<file path="config.mk">
export PLATFORM = sky130hd
export DESIGN_NAME = stream_search_replace_top
export DESIGN_NICKNAME = d
export VERILOG_FILES = /design/src/ssr_pkg.sv /design/src/ssr_regs.sv /design/src/ssr_dp.sv /design/src/ssr_ctrl.sv /design/src/stream_search_replace_top.sv
export SDC_FILE = /design/constraint.sdc
export NUM_CORES = 1
export LEC_CHECK = 0
export BUFFER_PORTS_ARGS = -buffer_cell sky130_fd_sc_hd__buf_2
export CELL_PAD_IN_SITES_DETAIL_PLACEMENT = 1
export CELL_PAD_IN_SITES_GLOBAL_PLACEMENT = 2
export CORE_ASPECT_RATIO = 0.9
export CORE_MARGIN = 2
export CORE_UTILIZATION = 42
export DETAILED_ROUTE_END_ITERATION = 16
export MAX_ROUTING_LAYER = met4
export PLACE_DENSITY_LB_ADDON = 0.1
export SYNTH_ARGS = -nofsm -noshare
export SYNTH_HDL_FRONTEND = slang
export SYNTH_SLANG_ARGS = --single-unit
export TNS_END_PERCENT = 20
</file>
<file path="constraint.sdc">
create_clock -name clk -period 4.9 [get_ports clk]
set_input_delay 0.98 -clock clk [delete_from_list [all_inputs] [get_ports clk]]
set_output_delay 0.98 -clock clk [all_outputs]
set_load 0.1 [all_outputs]
</file>
<file path="src/ssr_pkg.sv">
// Shared types and constants for the streaming search-and-replace block.
// No dependencies; every other file in src uses this package.
package ssr_pkg;

    localparam int PATTERN_MAX_DEF = 8;

    // Register indexes (paddr[4:3])
    localparam logic [1:0] REG_PATTERN_BYTES      = 2'd0;
    localparam logic [1:0] REG_PATTERN_LENGTH     = 2'd1;
    localparam logic [1:0] REG_REPLACEMENT_BYTES  = 2'd2;
    localparam logic [1:0] REG_REPLACEMENT_LENGTH = 2'd3;

    typedef struct packed {
        logic [7:0] in_byte;
        logic       in_last;
    } ssr_in_t;

    typedef struct packed {
        logic [7:0] out_byte;
        logic       byte_valid;
        logic       out_last;
    } ssr_out_t;

    typedef struct packed {
        logic [63:0] pattern_bytes;
        logic [3:0]  pattern_length;
        logic [63:0] replacement_bytes;
        logic [3:0]  replacement_length;
        logic        pattern_write;   // pulse: pattern changed, drop partial match
    } ssr_cfg_t;

    typedef enum logic [2:0] {
        ST_IDLE,
        ST_CHECK,
        ST_REPL,
        ST_FLUSH,
        ST_END
    } ssr_state_t;

    // Controller -> datapath
    typedef struct packed {
        logic load;        // accept input byte into the prefix buffer
        logic pass;        // empty pattern: input byte straight to output
        logic pop_emit;    // emit head of buffer, drop it
        logic rep_emit;    // emit next replacement byte
        logic end_emit;    // emit bare end marker
        logic clear_count; // full match found
    } ssr_cmd_t;

    // Datapath -> controller
    typedef struct packed {
        logic slot_free;
        logic plen_zero;
        logic rlen_zero;
        logic is_prefix;
        logic full_match;
        logic count_zero;
        logic count_one;
        logic rep_done;
        logic last;
    } ssr_stat_t;

endpackage

</file>
<file path="src/ssr_regs.sv">
// APB-style configuration registers for the search-and-replace block.
// Depends on ssr_pkg.
module ssr_regs (
    input  logic            clk,
    input  logic            rst_n,
    input  logic            psel,
    input  logic            penable,
    input  logic            pwrite,
    input  logic [4:0]      paddr,
    input  logic [63:0]     pwdata,
    output logic [63:0]     prdata,
    output logic            pready,
    output ssr_pkg::ssr_cfg_t cfg
);

    logic [63:0] pat_bytes_reg;
    logic [3:0]  pat_len_reg;
    logic [63:0] rep_bytes_reg;
    logic [3:0]  rep_len_reg;
    logic        wr_en;
    logic [1:0]  reg_idx;

    assign pready  = 1'b1;
    assign reg_idx = paddr[4:3];
    assign wr_en   = psel && penable && pwrite;

    always_ff @(posedge clk or negedge rst_n)
    begin
        if (!rst_n)
        begin
            pat_bytes_reg <= '0;
            pat_len_reg   <= '0;
            rep_bytes_reg <= '0;
            rep_len_reg   <= '0;
        end
        else if (wr_en)
        begin
            unique case (reg_idx)
                ssr_pkg::REG_PATTERN_BYTES:      pat_bytes_reg <= pwdata;
                ssr_pkg::REG_PATTERN_LENGTH:     pat_len_reg   <= pwdata[3:0];
                ssr_pkg::REG_REPLACEMENT_BYTES:  rep_bytes_reg <= pwdata;
                ssr_pkg::REG_REPLACEMENT_LENGTH: rep_len_reg   <= pwdata[3:0];
                default: ;
            endcase
        end
    end

    always_comb
    begin
        unique case (reg_idx)
            ssr_pkg::REG_PATTERN_BYTES:      prdata = pat_bytes_reg;
            ssr_pkg::REG_PATTERN_LENGTH:     prdata = {60'd0, pat_len_reg};
            ssr_pkg::REG_REPLACEMENT_BYTES:  prdata = rep_bytes_reg;
            ssr_pkg::REG_REPLACEMENT_LENGTH: prdata = {60'd0, rep_len_reg};
            default:                         prdata = '0;
        endcase
    end

    always_comb
    begin
        cfg.pattern_bytes      = pat_bytes_reg;
        cfg.pattern_length     = pat_len_reg;
        cfg.replacement_bytes  = rep_bytes_reg;
        cfg.replacement_length = rep_len_reg;
        cfg.pattern_write      = wr_en && (reg_idx == ssr_pkg::REG_PATTERN_BYTES
                                       || reg_idx == ssr_pkg::REG_PATTERN_LENGTH);
    end

endmodule

</file>
<file path="src/ssr_dp.sv">
// Datapath: prefix buffer, prefix compare, replacement index and output register.
// Depends on ssr_pkg; driven by ssr_ctrl commands.
module ssr_dp #(
    parameter int PATTERN_MAX = ssr_pkg::PATTERN_MAX_DEF
) (
    input  logic               clk,
    input  logic               rst_n,
    input  ssr_pkg::ssr_cfg_t  cfg,
    input  ssr_pkg::ssr_in_t   in_data,
    input  ssr_pkg::ssr_cmd_t  cmd,
    output ssr_pkg::ssr_stat_t stat,
    output logic               out_valid,
    input  logic               out_stall,
    output ssr_pkg::ssr_out_t  out_data
);

    localparam int CW = $clog2(PATTERN_MAX + 1);
    localparam int IW = (PATTERN_MAX > 1) ? $clog2(PATTERN_MAX) : 1;

    logic [7:0]        hold_reg  [PATTERN_MAX];
    logic [7:0]        hold_next [PATTERN_MAX];
    logic [CW-1:0]     count_reg, count_next;
    logic [IW-1:0]     rep_idx_reg, rep_idx_next;
    logic              last_reg;
    logic              out_valid_reg, out_valid_next;
    ssr_pkg::ssr_out_t out_data_reg, out_data_next;

    logic [CW-1:0]     plen, rlen;
    logic [CW-1:0]     wr_idx;
    logic              mismatch;
    logic [7:0]        rep_byte;

    // Lengths above the buffer depth saturate
    assign plen = (cfg.pattern_length > 4'(PATTERN_MAX)) ? CW'(PATTERN_MAX)
                                                         : CW'(cfg.pattern_length);
    assign rlen = (cfg.replacement_length > 4'(PATTERN_MAX)) ? CW'(PATTERN_MAX)
                                                             : CW'(cfg.replacement_length);

    assign wr_idx   = (count_reg >= plen) ? '0 : count_reg;
    assign rep_byte = cfg.replacement_bytes[8*rep_idx_reg +: 8];

    always_comb
    begin
        mismatch = (count_reg > plen);
        for (int i = 0; i < PATTERN_MAX; i++)
        begin
            if ((CW'(i) < count_reg) && (hold_reg[i] != cfg.pattern_bytes[8*i +: 8]))
                mismatch = 1'b1;
        end
    end

    always_comb
    begin
        stat.slot_free  = !out_valid_reg || !out_stall;
        stat.plen_zero  = (plen == '0);
        stat.rlen_zero  = (rlen == '0);
        stat.is_prefix  = !mismatch;
        stat.full_match = !mismatch && (count_reg == plen);
        stat.count_zero = (count_reg == '0);
        stat.count_one  = (count_reg == CW'(1));
        stat.rep_done   = ((CW'(rep_idx_reg) + CW'(1)) == rlen);
        stat.last       = last_reg;
    end

    always_comb
    begin
        hold_next      = hold_reg;
        count_next     = count_reg;
        rep_idx_next   = rep_idx_reg;
        out_data_next  = out_data_reg;
        out_valid_next = out_valid_reg && out_stall;

        if (cmd.load)
        begin
            for (int i = 0; i < PATTERN_MAX; i++)
            begin
                if (wr_idx == CW'(i))
                    hold_next[i] = in_data.in_byte;
            end
            count_next   = wr_idx + CW'(1);
            rep_idx_next = '0;
        end

        if (cmd.pass)
        begin
            count_next     = '0;
            out_data_next  = '{out_byte: in_data.in_byte, byte_valid: 1'b1,
                              out_last: in_data.in_last};
            out_valid_next = 1'b1;
        end

        if (cmd.pop_emit)
        begin
            for (int i = 0; i < PATTERN_MAX - 1; i++)
                hold_next[i] = hold_reg[i+1];
            count_next     = count_reg - CW'(1);
            // once the stream ends, every buffered byte is flushed in order
            out_data_next  = '{out_byte: hold_reg[0], byte_valid: 1'b1,
                              out_last: last_reg && stat.count_one};
            out_valid_next = 1'b1;
        end

        if (cmd.rep_emit)
        begin
            rep_idx_next   = rep_idx_reg + IW'(1);
            out_data_next  = '{out_byte: rep_byte, byte_valid: 1'b1,
                              out_last: last_reg && stat.rep_done};
            out_valid_next = 1'b1;
        end

        if (cmd.end_emit)
        begin
            out_data_next  = '{out_byte: 8'd0, byte_valid: 1'b0, out_last: 1'b1};
            out_valid_next = 1'b1;
        end

        if (cmd.clear_count || cfg.pattern_write)
            count_next = '0;
    end

    always_ff @(posedge clk or negedge rst_n)
    begin
        if (!rst_n)
        begin
            count_reg     <= '0;
            out_valid_reg <= 1'b0;
        end
        else
        begin
            count_reg     <= count_next;
            out_valid_reg <= out_valid_next;
        end
    end

    always_ff @(posedge clk)
    begin
        hold_reg     <= hold_next;
        rep_idx_reg  <= rep_idx_next;
        out_data_reg <= out_data_next;
        if (cmd.load)
            last_reg <= in_data.in_last;
    end

    assign out_valid = out_valid_reg;
    assign out_data  = out_data_reg;

endmodule

</file>
<file path="src/ssr_ctrl.sv">
// Controller FSM: sequences pass-through, accept, prefix check, release, replacement, flush and end marker.
// Depends on ssr_pkg; drives ssr_dp through command/status structs.
module ssr_ctrl (
    input  logic               clk,
    input  logic               rst_n,
    input  logic               in_valid,
    output logic               in_stall,
    input  ssr_pkg::ssr_stat_t stat,
    output ssr_pkg::ssr_cmd_t  cmd
);

    ssr_pkg::ssr_state_t state_reg, state_next;

    always_ff @(posedge clk or negedge rst_n)
    begin
        if (!rst_n)
            state_reg <= ssr_pkg::ST_IDLE;
        else
            state_reg <= state_next;
    end

    always_comb
    begin
        state_next = state_reg;
        cmd        = '0;
        in_stall   = 1'b1;

        unique case (state_reg)
            ssr_pkg::ST_IDLE:
            begin
                // pass-through needs the output slot in the same cycle
                in_stall = stat.plen_zero && !stat.slot_free;
                if (in_valid && !in_stall)
                begin
                    if (stat.plen_zero)
                        cmd.pass = 1'b1;
                    else
                    begin
                        cmd.load   = 1'b1;
                        state_next = ssr_pkg::ST_CHECK;
                    end
                end
            end

            ssr_pkg::ST_CHECK:
            begin
                if (stat.count_zero)
                    state_next = ssr_pkg::ST_IDLE;
                else if (stat.full_match)
                begin
                    cmd.clear_count = 1'b1;
                    if (!stat.rlen_zero)
                        state_next = ssr_pkg::ST_REPL;
                    else if (stat.last)
                        state_next = ssr_pkg::ST_END;
                    else
                        state_next = ssr_pkg::ST_IDLE;
                end
                else if (stat.is_prefix)
                    state_next = stat.last ? ssr_pkg::ST_FLUSH : ssr_pkg::ST_IDLE;
                else if (stat.slot_free)
                    cmd.pop_emit = 1'b1;   // release head, recheck the rest
            end

            ssr_pkg::ST_REPL:
            begin
                if (stat.slot_free)
                begin
                    cmd.rep_emit = 1'b1;
                    if (stat.rep_done)
                        state_next = ssr_pkg::ST_IDLE;
                end
            end

            ssr_pkg::ST_FLUSH:
            begin
                if (stat.slot_free)
                begin
                    cmd.pop_emit = 1'b1;
                    if (stat.count_one)
                        state_next = ssr_pkg::ST_IDLE;
                end
            end

            ssr_pkg::ST_END:
            begin
                if (stat.slot_free)
                begin
                    cmd.end_emit = 1'b1;
                    state_next   = ssr_pkg::ST_IDLE;
                end
            end

            default: state_next = ssr_pkg::ST_IDLE;
        endcase
    end

endmodule

</file>
<file path="src/stream_search_replace_top.sv">
// Empty pattern: a transfer in goes straight into the output register. Otherwise a
// byte is accepted into the prefix buffer, then compared, releasing bytes from the head
// while rechecking until a closing compare, then replacement or flushed bytes follow.
// Each input byte gives up to PATTERN_MAX output transfers through the single byte-wide
// output register; input is taken only in the idle state, and output stall holds it up.
// Reset: configuration registers zero, prefix buffer empty; no clearing pass.
module stream_search_replace_top #(
    parameter int PATTERN_MAX = ssr_pkg::PATTERN_MAX_DEF
) (
    input  logic              clk,
    input  logic              rst_n,
    input  logic              psel,
    input  logic              penable,
    input  logic              pwrite,
    input  logic [4:0]        paddr,
    input  logic [63:0]       pwdata,
    output logic [63:0]       prdata,
    output logic              pready,
    input  logic              in_valid,
    output logic              in_stall,
    input  ssr_pkg::ssr_in_t  in_data,
    output logic              out_valid,
    input  logic              out_stall,
    output ssr_pkg::ssr_out_t out_data
);

    ssr_pkg::ssr_cfg_t  cfg;
    ssr_pkg::ssr_cmd_t  cmd;
    ssr_pkg::ssr_stat_t stat;

    ssr_regs u_regs (
        .clk     (clk),
        .rst_n   (rst_n),
        .psel    (psel),
        .penable (penable),
        .pwrite  (pwrite),
        .paddr   (paddr),
        .pwdata  (pwdata),
        .prdata  (prdata),
        .pready  (pready),
        .cfg     (cfg)
    );

    ssr_ctrl u_ctrl (
        .clk      (clk),
        .rst_n    (rst_n),
        .in_valid (in_valid),
        .in_stall (in_stall),
        .stat     (stat),
        .cmd      (cmd)
    );

    ssr_dp #(
        .PATTERN_MAX (PATTERN_MAX)
    ) u_dp (
        .clk       (clk),
        .rst_n     (rst_n),
        .cfg       (cfg),
        .in_data   (in_data),
        .cmd       (cmd),
        .stat      (stat),
        .out_valid (out_valid),
        .out_stall (out_stall),
        .out_data  (out_data)
    );

endmodule

</file>
==> key figures <==
Synth
  • FFs w/ async S/R, synth: 64.86%
  • Synthesized Nets: 1072
  • Top_reg_cell synth: dfrtp_1
  • Synth cell types: 55
  • Cell count after synthesis: 975
  • Synthesized flop and latch total: 222
  • EDFF count, synth: 68
  • Mapped Avg Cell Area: 11.72 um2
  • Post-Synthesis Cell Area: approximately 0.011 mm2
  • Seq/Total Area, Yosys: 51.14%
  • Warnings from Yosys: 0

Timing
  • RSZ-0062 raised after global routing: no
  • Final Critical Period: 3.614 ns
  • Max Fclk: 0.2767 GHz
  • Fin. Hold Viols: 0
  • Setup violators final: 0
  • Setup ws final: 1.286 ns
  • Worst slew pin tran: 0.9919 ns
  • Worst slew margin: 33.87%
  • Tcrit/Tclk final: 73.76%
  • Setup TNS: 0 ns
  • Clock skew: 0.01466 ns
  • Fin. max-slew vios: 0

CTS
  • Clock latency on the worst-skew pair: 0.54 ns
  • Cts hold-fix bufs: 0
  • CTS tree: built
  • Clk sinks: 222
  • Clk slew on worst S/H paths: 0.06 ns
  • H-Tree Depth: 1
  • Clock tree buffer depth: 3
  • TritonCTS Buffers: 26
  • CTS Root Cell: clkbuf_16
  • Setup Buffers After CTS: 0
  • Post_cts resized: 0

Worst setup path
  • Crit path top cell by count: buf_2
  • FF-to-FF End: u_dp.hold_reg[11]
  • Buf/Inv on CP: 3
  • RR Startpoint: u_dp.hold_reg[27]
  • CP max FO: 38
  • Reg2Reg Setup Slack: about 1.3 ns
  • Max incr delay on CP: 0.71 ns
  • Cell Chain, Critical Path: buf_2 > buf_4 > nor2_1 > buf_2
  • Crit. End Element: primary output
  • Crit path launch type: primary input
  • Worst R2R Path Depth: 9
  • Setup Crit Path Kind: primary input to primary output
  • Req. time, crit path: 3.92 ns
  • Top Family by Delay on Critical Path: buffers and inverters
  • Slowest CP cell: buf_2
  • Data arrival, critical path: 2.63 ns

Pwr
  • Lkg Pwr: 6.106 nW
  • Internal power: 5.084 mW
  • Net load switching power: 3.891 mW
  • Clock Power Share: between 20% and 30%
  • Switching Share: 43.36%
  • Part of the power in registers: 37.2%
  • Power per cell area: 666.3 mW/mm2
  • Comb power frac: between 40% and 50%
  • VDD IR max: between 300 and 400 uV

Route
  • DR WL/cell: 23.70 um
  • Final WL: 35520 um
  • Number of vias per cell: around 5.5
  • Routed Antenna Nets: 0
  • Initial drt markers: 466
  • Via count: 8246
  • 1st-pass router iterations: 5
  • Drt drc: 0

Global routing
  • Vias in the first global route: approximately 8600
  • Total track usage: 26.03%
  • Largest net degree at the start of global routing: between 70 and 80
  • Initial antenna violation count: 2
  • First-pass GRT wire length: 54080 um
  • Global route overflow: 0

Layout
  • Fin cells: between 1000 and 1500
  • Layout cell share with drive strength beyond 1: 32.84%
  • FILL cells: 2869
  • Area growth from synthesis to layout: 17.85%
  • Inserted Diodes: 0
  • Most frequent cells in the layout: nand2_1 (169), buf_2 (155), dfrtp_1 (144), mux2_2 (137), nor2_1 (75)
  • Area of the multi-input gates: 0.005358 mm2
  • Most common cell after layout, fill and taps aside: nand2_1
  • Final #Nets: 1222
  • FF/Latch Area: just under 0.006 mm2

Floorplan
  • Initial Util: a little over two fifths
  • Die Area: 0.02855 mm2
  • Chip height: 160.5 um
  • Core box area: 0.02689 mm2
  • # rows: 57
  • IO Count: 162
  • DIE WIDTH: roughly 180 um

Hold path
  • Hold crit path type: primary input to asynchronous set/reset pin

Place
  • Placed cell count: 1451
  • GPL Wtd Cong: 0.8395
  • Dpl ws: 1.248 ns
  • Final HPWL DP: roughly 26000 um
  • Number of port buffers: 157

Outcome
  • Status: complete, no violations

Job
  • Max-cap violation count: 0
[worst reg2reg max path: stages, from the launching register on]
cell and delay, ns:
edfxtp_1 0.42, xor2_1 0.17, nor4_2 0.54, nand2_1 0.11, o32a_1 0.44, or4_1 0.61
nand2_1 0.16, nand2_1 0.12, nand2_1 0.29, nand2_1 0.35
[per-layer routing]
metal / share of wire [%] / vias to the layer above / GRT usage (%)
li1: - / 3770 / -
met1: 47 / 4224 / 37.54
met2: 46 / 201 / 39.80
met3: 4.0 / 51 / 2.865
met4: 2.1 / 0 / 5.700
met5: 0 / - / -
[per-stage QoR]
| step | total power [mW] | hold WS, ns | utilization [%] | instance area [um2] |
|---|---|---|---|---|
| after floorplan | 5.972 | 0.4937 | - | 11430 |
| after global placement | 6.978 | 0.4565 | 46.89 | 12610 |
| after detailed placement | 7.047 | 0.4643 | 46.89 | 12610 |
| after CTS | 9.041 | 0.4738 | 50.10 | 13470 |
| after global routing | 9.456 | 0.5167 | 50.10 | 13470 |
| final | 8.975 | 0.4379 | 50.10 | 13470 |
[how the worst max path moves through the flow]
stage                                 start               end  slack, ns  depth (start not counted)
final                              paddr[3]         prdata[4]       1.29                          4
after global routing      u_dp.count_reg[0]  u_dp.out_data[9]       1.07                         11
after CTS                          paddr[3]         prdata[4]       1.23                          4
after detailed placement           paddr[3]        prdata[26]       1.25                          4
after global placement             paddr[3]        prdata[26]       1.26                          4
after floorplan                    paddr[4]        prdata[11]       0.52                          5
[power by group through the flow]
| stage | clock network [mW] | logic (mW) | registers (mW) |
|---|---|---|---|
| detailed placement | 0 | 3.68 | 3.37 |
| global route | 2.07 | 3.97 | 3.42 |
| CTS | 2.00 | 3.71 | 3.34 |
| finish | 1.96 | 3.67 | 3.34 |
| global placement | 0 | 3.62 | 3.35 |
| floorplan | 0 | 2.64 | 3.33 |
[cell usage after synthesis (3+ instances only)]
| cell type | count | share of area [%] |
|---|---|---|
| xor2_1 | 8 | 0.61 |
| nor3_1 | 15 | 0.66 |
| dfrtp_1 | 144 | 32 |
| nand3_1 | 10 | 0.44 |
| o31ai_1 | 3 | 0.20 |
| o211a_1 | 10 | 0.88 |
| mux2i_1 | 70 | 6.1 |
| buf_1 | 6 | 0.20 |
| nand2_1 | 169 | 5.6 |
| clkbuf_1 | 37 | 1.2 |
| nor4_2 | 3 | 0.33 |
| o21ai_0 | 9 | 0.39 |
| nor2_1 | 75 | 2.5 |
| or4_1 | 3 | 0.20 |
| a31oi_1 | 4 | 0.22 |
| dfxtp_1 | 10 | 1.8 |
| mux2_2 | 137 | 13 |
| and3_1 | 4 | 0.22 |
| nand4_1 | 17 | 0.93 |
| inv_1 | 10 | 0.33 |
| xnor2_1 | 58 | 4.4 |
| ha_1 | 12 | 1.3 |
| a21oi_1 | 7 | 0.31 |
| buf_2 | 3 | 0.13 |
| a211oi_1 | 8 | 0.53 |
| o211ai_1 | 4 | 0.26 |
| mux4_2 | 20 | 3.9 |
| edfxtp_1 | 68 | 18 |
| and2_1 | 5 | 0.27 |
| nor2b_1 | 12 | 0.66 |
[cell families after synthesis]
group | after synthesis | share of synthesized area [%]
buffers and inverters | 59 | 2.135
flip-flops | 222 | 51.14
other | 1 | 0.03281
AND/OR/NAND/NOR | 325 | 12.53
AO/OA/AOI/OAI | 62 | 4.083
XOR/XNOR | 66 | 5.058
multiplexers | 228 | 23.70
adder cells (fa/ha/maj) | 12 | 1.314
[final cells by class]
| type | count | share of cell area [%] |
|---|---|---|
| flip-flops and latches | 222 | 43.40 |
| multi-input cells | 694 | 39.77 |
| repair buffers | 171 | 6.864 |
| clock buffers | 39 | 5.647 |
| well taps | 354 | 3.288 |
| clock inverters | 9 | 0.7524 |
| inverters | 10 | 0.2787 |
(Power assumes the default switching activity.)
